### src/rtl/core/pli_pkg.sv
`timescale 1ns / 1ps
// ----------------------------------------------------------------------------
// pli_pkg
// Shared constants and types for the piecewise linear interpolator.
// ----------------------------------------------------------------------------
package pli_pkg;

	localparam int DATA_W          = 32;
	localparam int MAX_POINTS_DEF  = 16;
	localparam int FRAC_BITS_DEF   = 16;
	localparam int INDEX_W         = 4;
	localparam int COUNT_CFG_W     = 5;

	localparam logic OP_WRITE = 1'b0;
	localparam logic OP_EVAL  = 1'b1;

	typedef struct packed {
		logic shift;
		logic load;
	} pli_cell_ctrl_t;

endpackage

### src/rtl/core/pli_cell.sv
`timescale 1ns / 1ps
// ----------------------------------------------------------------------------
// pli_cell
// One breakpoint slot of the ring; loads a written point or takes its
// neighbor's point while the ring rotates.
// ----------------------------------------------------------------------------
module pli_cell (
	input  logic                             clk,
	input  pli_pkg::pli_cell_ctrl_t          ctrl,
	input  logic signed [pli_pkg::DATA_W-1:0] nb_key,
	input  logic signed [pli_pkg::DATA_W-1:0] nb_value,
	input  logic signed [pli_pkg::DATA_W-1:0] wr_key,
	input  logic signed [pli_pkg::DATA_W-1:0] wr_value,
	output logic signed [pli_pkg::DATA_W-1:0] key,
	output logic signed [pli_pkg::DATA_W-1:0] value
);

	logic signed [pli_pkg::DATA_W-1:0] key_q;
	logic signed [pli_pkg::DATA_W-1:0] value_q;

	always_ff @(posedge clk) begin
		if (ctrl.load) begin
			key_q   <= wr_key;
			value_q <= wr_value;
		end else if (ctrl.shift) begin
			key_q   <= nb_key;
			value_q <= nb_value;
		end
	end

	assign key   = key_q;
	assign value = value_q;

endmodule

### src/rtl/core/pli_divider.sv
`timescale 1ns / 1ps
// ----------------------------------------------------------------------------
// pli_divider
// Restoring divider for the segment weight, one quotient bit per cycle.
// ----------------------------------------------------------------------------
module pli_divider #(
	parameter int FRAC_BITS = pli_pkg::FRAC_BITS_DEF
) (
	input  logic                                clk,
	input  logic                                arst_n,
	input  logic                                start,
	input  logic [pli_pkg::DATA_W:0]            num,
	input  logic [pli_pkg::DATA_W:0]            den,
	output logic                                done,
	output logic [FRAC_BITS:0]                  quot
);

	localparam int CW = $clog2(FRAC_BITS + 2);
	localparam int RW = pli_pkg::DATA_W + 2;

	logic [RW-1:0]        rem_q;
	logic [FRAC_BITS:0]   quot_q;
	logic [CW-1:0]        cnt_q;
	logic                 done_q;
	logic [RW-1:0]        den_ext;
	logic                 ge;
	logic [RW-1:0]        rem_nxt;

	assign den_ext = {1'b0, den};
	assign ge      = rem_q >= den_ext;
	assign rem_nxt = ge ? (rem_q - den_ext) : rem_q;

	always_ff @(posedge clk or negedge arst_n) begin
		if (!arst_n) begin
			cnt_q  <= '0;
			done_q <= 1'b0;
		end else if (start) begin
			cnt_q  <= CW'(FRAC_BITS + 1);
			done_q <= 1'b0;
		end else if (cnt_q != '0) begin
			cnt_q  <= cnt_q - 1'b1;
			done_q <= (cnt_q == CW'(1));
		end else begin
			done_q <= 1'b0;
		end
	end

	always_ff @(posedge clk) begin
		if (start) begin
			rem_q <= {1'b0, num};
		end else if (cnt_q != '0) begin
			rem_q  <= {rem_nxt[RW-2:0], 1'b0};
			quot_q <= {quot_q[FRAC_BITS-1:0], ge};
		end
	end

	assign done = done_q;
	assign quot = quot_q;

endmodule

### src/rtl/core/piecewise_linear_interpolator.sv
`timescale 1ns / 1ps
// ----------------------------------------------------------------------------
// piecewise_linear_interpolator
// Breakpoint table with clamped linear interpolation in signed fixed point.
// ----------------------------------------------------------------------------
// Input channel (in_valid / in_stall): each beat is a breakpoint write
// (operation = write) or a query (operation = evaluate). A write is taken only
// while idle and gives no result. A query gives one result beat on the output
// channel (out_valid / out_stall) with the value and the range/empty flags.
// The breakpoints live in a ring of MAX_POINTS cells. A query rotates the
// ring once, watching the head cell to find the segment. An interpolated
// query then has a one-bit-per-cycle divider form the weight, waiting for its
// done flag, then takes a multiply step and an add step; a clamped or
// empty-table query goes from the segment search straight to the result.
// The next item is taken once the result sits in the output register.
// A stalled result is held in the output register; the block takes further
// writes meanwhile, and a following query waits only to place its result.
// Reset clears the point count n_q to zero and empties the output register.
// The cfg channel (cfg_valid / cfg_ready) is always ready.
// ----------------------------------------------------------------------------
module piecewise_linear_interpolator #(
	parameter int MAX_POINTS = pli_pkg::MAX_POINTS_DEF,
	parameter int FRAC_BITS  = pli_pkg::FRAC_BITS_DEF
) (
	input  logic                                 clk,
	input  logic                                 arst_n,
	input  logic                                 cfg_valid,
	output logic                                 cfg_ready,
	input  logic [pli_pkg::COUNT_CFG_W-1:0]      cfg_data,
	input  logic                                 in_valid,
	output logic                                 in_stall,
	input  logic                                 operation,
	input  logic [pli_pkg::INDEX_W-1:0]          point_index,
	input  logic signed [pli_pkg::DATA_W-1:0]    point_key,
	input  logic signed [pli_pkg::DATA_W-1:0]    point_value,
	input  logic signed [pli_pkg::DATA_W-1:0]    query_x,
	output logic                                 out_valid,
	input  logic                                 out_stall,
	output logic signed [pli_pkg::DATA_W-1:0]    interpolated,
	output logic                                 out_of_range,
	output logic                                 table_empty
);

	localparam int DW = pli_pkg::DATA_W;
	localparam int KW = (MAX_POINTS > 1) ? $clog2(MAX_POINTS) : 1;
	localparam int NW = $clog2(MAX_POINTS + 1);
	localparam int PW = FRAC_BITS + DW + 3;

	localparam logic [2:0] ST_IDLE   = 3'd0;
	localparam logic [2:0] ST_SCAN   = 3'd1;
	localparam logic [2:0] ST_DECIDE = 3'd2;
	localparam logic [2:0] ST_DIV    = 3'd3;
	localparam logic [2:0] ST_MUL    = 3'd4;
	localparam logic [2:0] ST_ADD    = 3'd5;
	localparam logic [2:0] ST_EMIT   = 3'd6;

	logic [2:0]              state_q;
	logic [KW-1:0]           k_q;
	logic [NW-1:0]           n_q;
	logic                    found_q;
	logic signed [DW-1:0]    q_q;
	logic signed [DW-1:0]    first_k_q, first_v_q, last_k_q, last_v_q;
	logic signed [DW-1:0]    prev_k_q, prev_v_q;
	logic signed [DW-1:0]    seg_x0_q, seg_x1_q, seg_y0_q, seg_y1_q;
	logic signed [DW:0]      dy_q;
	logic signed [PW-1:0]    prod_s1;
	logic signed [DW-1:0]    res_val_q;
	logic                    res_oor_q, res_empty_q;
	logic                    out_valid_q;
	logic signed [DW-1:0]    out_val_q;
	logic                    out_oor_q, out_empty_q;

	logic signed [DW-1:0]    cell_key   [MAX_POINTS];
	logic signed [DW-1:0]    cell_value [MAX_POINTS];

	logic                    in_acc, wr_acc, ev_acc, out_free;
	logic                    scan_shift;
	logic signed [DW-1:0]    head_k, head_v;
	logic [NW-1:0]           k_ext, n_last;
	logic signed [DW:0]      lo_gap, hi_gap, seg_d, seg_n;
	logic                    dv_start, dv_done;
	logic [FRAC_BITS:0]      dv_quot;
	logic signed [FRAC_BITS+1:0] w_s;
	logic signed [PW-1:0]    y0_ext, shr, sum;
	logic signed [DW-1:0]    sat_val;

	assign in_stall  = (state_q != ST_IDLE);
	assign in_acc    = in_valid && !in_stall;
	assign wr_acc    = in_acc && (operation == pli_pkg::OP_WRITE);
	assign ev_acc    = in_acc && (operation == pli_pkg::OP_EVAL);
	assign out_free  = !out_valid_q || !out_stall;
	assign cfg_ready = 1'b1;

	assign scan_shift = (state_q == ST_SCAN);
	assign head_k     = cell_key[0];
	assign head_v     = cell_value[0];

	genvar i;
	generate
		for (i = 0; i < MAX_POINTS; i++) begin : g_cell
			localparam int NXT = (i + 1) % MAX_POINTS;
			pli_pkg::pli_cell_ctrl_t ctrl;
			assign ctrl.shift = scan_shift;
			assign ctrl.load  = wr_acc && (32'(point_index) == i);
			pli_cell u_cell (
				.clk      (clk),
				.ctrl     (ctrl),
				.nb_key   (cell_key[NXT]),
				.nb_value (cell_value[NXT]),
				.wr_key   (point_key),
				.wr_value (point_value),
				.key      (cell_key[i]),
				.value    (cell_value[i])
			);
		end
	endgenerate

	assign k_ext  = NW'(k_q);
	assign n_last = n_q - 1'b1;

	assign lo_gap = {first_k_q[DW-1], first_k_q} - {q_q[DW-1], q_q};
	assign hi_gap = {q_q[DW-1], q_q} - {last_k_q[DW-1], last_k_q};
	assign seg_d  = {seg_x1_q[DW-1], seg_x1_q} - {seg_x0_q[DW-1], seg_x0_q};
	assign seg_n  = {q_q[DW-1], q_q} - {seg_x0_q[DW-1], seg_x0_q};

	assign dv_start = (state_q == ST_DECIDE) && (n_q != '0) && lo_gap[DW] &&
		!(hi_gap > 0) && !(seg_d <= 0);

	pli_divider #(
		.FRAC_BITS (FRAC_BITS)
	) u_div (
		.clk    (clk),
		.arst_n (arst_n),
		.start  (dv_start),
		.num    (seg_n),
		.den    (seg_d),
		.done   (dv_done),
		.quot   (dv_quot)
	);

	assign w_s    = {1'b0, dv_quot};
	assign y0_ext = PW'(seg_y0_q);
	assign shr    = prod_s1 >>> FRAC_BITS;
	assign sum    = y0_ext + shr;

	always_comb begin
		if (sum[PW-1:DW-1] == '0 || sum[PW-1:DW-1] == '1) begin
			sat_val = sum[DW-1:0];
		end else if (sum[PW-1]) begin
			sat_val = {1'b1, {(DW-1){1'b0}}};
		end else begin
			sat_val = {1'b0, {(DW-1){1'b1}}};
		end
	end

	always_ff @(posedge clk or negedge arst_n) begin
		if (!arst_n) begin
			state_q     <= ST_IDLE;
			k_q         <= '0;
			found_q     <= 1'b0;
			n_q         <= '0;
			out_valid_q <= 1'b0;
		end else begin
			if (cfg_valid && cfg_ready) begin
				n_q <= (32'(cfg_data) > MAX_POINTS) ? NW'(MAX_POINTS) : NW'(cfg_data);
			end
			if (state_q == ST_EMIT && out_free) begin
				out_valid_q <= 1'b1;
			end else if (!out_stall) begin
				out_valid_q <= 1'b0;
			end
			unique case (state_q)
				ST_IDLE: begin
					if (ev_acc) begin
						state_q <= ST_SCAN;
						k_q     <= '0;
						found_q <= 1'b0;
					end
				end
				ST_SCAN: begin
					if (k_q != '0 && k_ext <= n_last && !found_q &&
						(head_k >= q_q || k_ext == n_last)) begin
						found_q <= 1'b1;
					end
					if (32'(k_q) == MAX_POINTS - 1) begin
						k_q     <= '0;
						state_q <= ST_DECIDE;
					end else begin
						k_q <= k_q + 1'b1;
					end
				end
				ST_DECIDE: begin
					state_q <= dv_start ? ST_DIV : ST_EMIT;
				end
				ST_DIV: begin
					if (dv_done) begin
						state_q <= ST_MUL;
					end
				end
				ST_MUL: begin
					state_q <= ST_ADD;
				end
				ST_ADD: begin
					state_q <= ST_EMIT;
				end
				ST_EMIT: begin
					if (out_free) begin
						state_q <= ST_IDLE;
					end
				end
				default: begin
					state_q <= ST_IDLE;
				end
			endcase
		end
	end

	always_ff @(posedge clk) begin
		if (ev_acc) begin
			q_q <= query_x;
		end
		if (state_q == ST_SCAN) begin
			if (k_q == '0) begin
				first_k_q <= head_k;
				first_v_q <= head_v;
			end
			if (k_ext == n_last) begin
				last_k_q <= head_k;
				last_v_q <= head_v;
			end
			if (k_q != '0 && k_ext <= n_last && !found_q &&
				(head_k >= q_q || k_ext == n_last)) begin
				seg_x0_q <= prev_k_q;
				seg_y0_q <= prev_v_q;
				seg_x1_q <= head_k;
				seg_y1_q <= head_v;
			end
			prev_k_q <= head_k;
			prev_v_q <= head_v;
		end
		if (state_q == ST_DECIDE) begin
			dy_q        <= {seg_y1_q[DW-1], seg_y1_q} - {seg_y0_q[DW-1], seg_y0_q};
			res_oor_q   <= 1'b0;
			res_empty_q <= 1'b0;
			if (n_q == '0) begin
				res_val_q   <= '0;
				res_empty_q <= 1'b1;
			end else if (!lo_gap[DW]) begin
				res_val_q <= first_v_q;
				res_oor_q <= (lo_gap > 1);
			end else if (hi_gap > 0) begin
				res_val_q <= last_v_q;
				res_oor_q <= (hi_gap > 1);
			end else begin
				res_val_q <= seg_y1_q;
			end
		end
		if (state_q == ST_MUL) begin
			prod_s1 <= w_s * dy_q;
		end
		if (state_q == ST_ADD) begin
			res_val_q <= sat_val;
		end
		if (state_q == ST_EMIT && out_free) begin
			out_val_q   <= res_val_q;
			out_oor_q   <= res_oor_q;
			out_empty_q <= res_empty_q;
		end
	end

	assign out_valid    = out_valid_q;
	assign interpolated = out_val_q;
	assign out_of_range = out_oor_q;
	assign table_empty  = out_empty_q;

`ifndef SYNTH
	a_ring_aligned: assert property (@(posedge clk) disable iff (!arst_n)
		(state_q == ST_IDLE) |-> (k_q == '0))
		else $error("ring not back at origin while idle");

	a_div_done_in_div: assert property (@(posedge clk) disable iff (!arst_n)
		dv_done |-> (state_q == ST_DIV))
		else $error("divider finished outside the divide phase");

	a_out_from_emit: assert property (@(posedge clk) disable iff (!arst_n)
		$rose(out_valid_q) |-> ($past(state_q) == ST_EMIT))
		else $error("result beat raised without a finished query");
`endif

endmodule

### config.mk
export PLATFORM = sky130hd
export DESIGN_NAME = piecewise_linear_interpolator
export DESIGN_NICKNAME = d
export VERILOG_FILES = /design/src/rtl/core/pli_pkg.sv /design/src/rtl/core/pli_cell.sv /design/src/rtl/core/pli_divider.sv /design/src/rtl/core/piecewise_linear_interpolator.sv
export SDC_FILE = /design/constraint.sdc
export NUM_CORES = 2
export LEC_CHECK = 0
export ABC_CLOCK_PERIOD_IN_PS = 17000
export BUFFER_PORTS_ARGS = -buffer_cell sky130_fd_sc_hd__buf_4
export CAP_MARGIN = 30
export CORE_AREA = 3 3 419 421
export DETAILED_ROUTE_END_ITERATION = 10
export DIE_AREA = 0 0 422 424
export GPL_TIMING_DRIVEN = 1
export PLACE_DENSITY = 0.72
export REMOVE_ABC_BUFFERS = 1
export SLEW_MARGIN = 10
export SYNTH_ARGS = -nofsm -noshare
export SYNTH_HDL_FRONTEND = slang
export SYNTH_SLANG_ARGS = --single-unit
export TNS_END_PERCENT = 100
### constraint.sdc
create_clock -name clk -period 17 [get_ports clk]
set_input_delay 0.85 -clock clk [delete_from_list [all_inputs] [get_ports clk]]
set_output_delay 0.85 -clock clk [all_outputs]
set_load 0.03 [all_outputs]
==> run summary <==
failing checks -> DRC
Layout Cells excl Fill -> 9787
cts bufs inserted -> 159
post-synth design cell area -> 0.0945 mm²
max-slew violation count -> 0
Critical Path AT -> 8.24 ns
GR Overflow Total -> 0
# DRC -> 2
Max Clock Freq -> 0.132 GHz
Slew headroom -> 32.3%
clk buf depth -> 3
DR pass1 iterations -> 8
routed len/inst -> 24.4 µm
synth-to-layout area growth -> 9.28%
Post-synth ARST share -> 1.26%
Worst-Skew Late Latency -> 0.81 ns
DRT Wirelength -> 239 mm
share of cells above drive strength 1 -> 20.9%
Site Rows -> 152
Setup WS pre-CTS -> 9.51 ns
CTS tree -> yes
vias in the first global route -> 59500
clock sink total -> 1583
Die ar. -> 0.179 mm²
Tightest Pin Transition -> 1.01 ns
most frequent cells in the layout -> edfxtp_1, mux2_2, inv_1
GR Util All Layers -> 26.7%
setup ws final -> 9.42 ns
clock slew seen by the registers of the worst setup and hold paths -> 0.07 ns
die width -> 422 µm
class of the worst hold path -> in -> reg
sequential area share after synthesis -> 50.2%
MaxCap Viol Count -> 0
period utilization -> 44.6%
status -> complete, but fails checks
largest net degree at the start of global routing -> 67
syn_area_per_cell -> 13.0 µm²
critical path peak fanout -> 17
predominant post-synthesis flop cell -> edfxtp_1
clk root buf -> clkbuf_16
post-DP HPWL -> 159 mm
CP endpoint kind -> flop
Yosys Warn Count -> 0
#FFs+latches synth -> 1583
post-layout minimum cycle time -> 7.58 ns
post-synthesis cell count -> 7283
worst endpoint required time -> 17.66 ns
endpoints failing setup -> 0
Util after Layout -> 60.1%
Initial Utilization -> 55.0%
Critical Path Start Type -> flop
Vias/cell -> 5.95
input/output buffers -> 146
Setup CP Type -> reg -> reg
ANT nets after route -> 0
GP Congestion -> 0.967
drt initial violations -> 5115
antenna violations before repair -> 19
post-synthesis cell type count -> 83
core outline area -> 0.172 mm²
setup TNS -> 0 ns
count of flip-flops with a built-in enable after synthesis -> 1562
placed insts -> 9484
DIE HEIGHT -> 424 µm
Clock Skews -> 0.0553 ns
RSZ-0062 raised after global routing -> false
Via Count -> 58200
Top Ports -> 148
Final #Nets -> 8381
first-pass GRT wire length -> 365 mm
number of H-tree levels -> 4
Final Hold Fails -> 0
commonest non-fill, non-tap cell in the layout -> edfxtp_1
## cells by family after synthesis
logic type      after synthesis  synth area share, %
compound gates              931                 6.46
flops                      1583                 50.2
mux                        1118                 13.2
fa+ha+maj                   928                 16.6
simple gates               1354                 7.09
buf+inv                    1189                 4.80
other cells                   1              0.00397
xor+xnor                    179                 1.66
## path summary, 6_finish.rpt
kind	start	to	slack [ns]	depth (start not counted)
max	dy_q[23]$_DFFE_PP_	prod_s1[48]$_DFFE_PP_	9.42	23
min	query_x[10]	q_q[10]$_DFFE_PP_	0.21	1
max reg2reg	dy_q[23]$_DFFE_PP_	prod_s1[48]$_DFFE_PP_	9.42	23
min reg2reg	prev_k_q[26]$_DFFE_PP_	seg_x0_q[26]$_DFFE_PP_	0.41	0
max in group asynchronous	arst_n	state_q[2]$_DFFE_PN0P_	16.17	2
min in group asynchronous	arst_n	k_q[1]$_DFFE_PN0P_	0.62	2
## cell usage after synthesis, types with 21 or more instances
library cell | number | area share [%]
inv_1 | 863 | 3.4
xor2_1 | 64 | 0.59
nor2_1 | 175 | 0.70
mux2i_1 | 83 | 0.88
a21oi_1 | 253 | 1.3
nand2b_1 | 53 | 0.35
nor4_1 | 24 | 0.16
a211o_1 | 38 | 0.35
nand3_1 | 64 | 0.34
ha_1 | 387 | 5.1
and3_1 | 31 | 0.21
and2_1 | 246 | 1.6
xnor2_1 | 115 | 1.1
mux2_2 | 1033 | 12
or2_2 | 21 | 0.14
a211oi_1 | 31 | 0.25
nand4_1 | 44 | 0.29
o21ai_0 | 189 | 1.0
a21o_1 | 122 | 0.97
nand2_1 | 525 | 2.1
fa_1 | 541 | 11
o21bai_1 | 34 | 0.27
edfxtp_1 | 1562 | 50
clkbuf_1 | 310 | 1.2
nor3_1 | 64 | 0.34
a31oi_1 | 24 | 0.16
o21a_1 | 49 | 0.39
nor2b_1 | 30 | 0.20
## state kept, by name (all words and copies together) (netlist names), 33 cells and up
register             cells
g_cell.u_cell.key      512
dy_q                    33
g_cell.u_cell.value    512
u_div.rem_q             34
prod_s1                 35
## metal layers
layer / global-route usage (%) / vias to the layer above / routed length (µm)
met2: 44.0 / 2048 / 116000
met4: 9.46 / 8 / 8340
met1: 36.0 / 29800 / 99800
li1: - / 26000 / -
met3: 4.37 / 391 / 15300
met5: 0 / - / 54
## cell type report
cell class | instances | area, µm²
Timing Repair Buffer | 224 | 1750
Antenna cell | 11 | 27.5
Sequential cell | 1583 | 47400
Inverter | 863 | 3240
Fill cell | 13300 | 68500
Tap cell | 2310 | 2890
Clock inverter | 90 | 903
Clock buffer | 195 | 4150
Multi-Input combinational cell | 4511 | 42900
## stage by stage
| stage | instance area [µm²] | hold slack [ns] |
|---|---|---|
| floorplan | 93200 | 0.400 |
| global placement | 98000 | 0.401 |
| finish | 103000 | 0.211 |
| CTS | 103000 | 0.143 |
| detailed placement | 98100 | 0.405 |
| global route | 103000 | 0.168 |
## worst max-delay path, stage by stage, from the launching register on
cell	delay, ns
edfxtp_1	0.78
nand2_1	0.19
fa_1	0.59
fa_1	0.49
fa_1	0.54
inv_1	0.05
fa_1	0.49
fa_1	0.53
inv_1	0.07
fa_1	0.48
inv_1	0.04
ha_1	0.31
a21oi_1	0.20
nor2_1	0.06
o21ai_0	0.14
nand2b_1	0.13
nor4_1	0.31
nand3_1	0.29
a311o_1	0.37
nand3_1	0.09
o21ai_0	0.18
o31a_1	0.36
or4b_2	0.63
nand4b_1	0.11
## what timing repair did
action,4_1_cts,5_1_grt
gates resized for setup,0,0
hold buffers,1,0
setup buffers,0,0
endpoints found under the hold margin,20,0
Power is left out: the tool's default activity adds up to more than one toggle a clock period on the data nets, which glitch-free logic cannot reach.
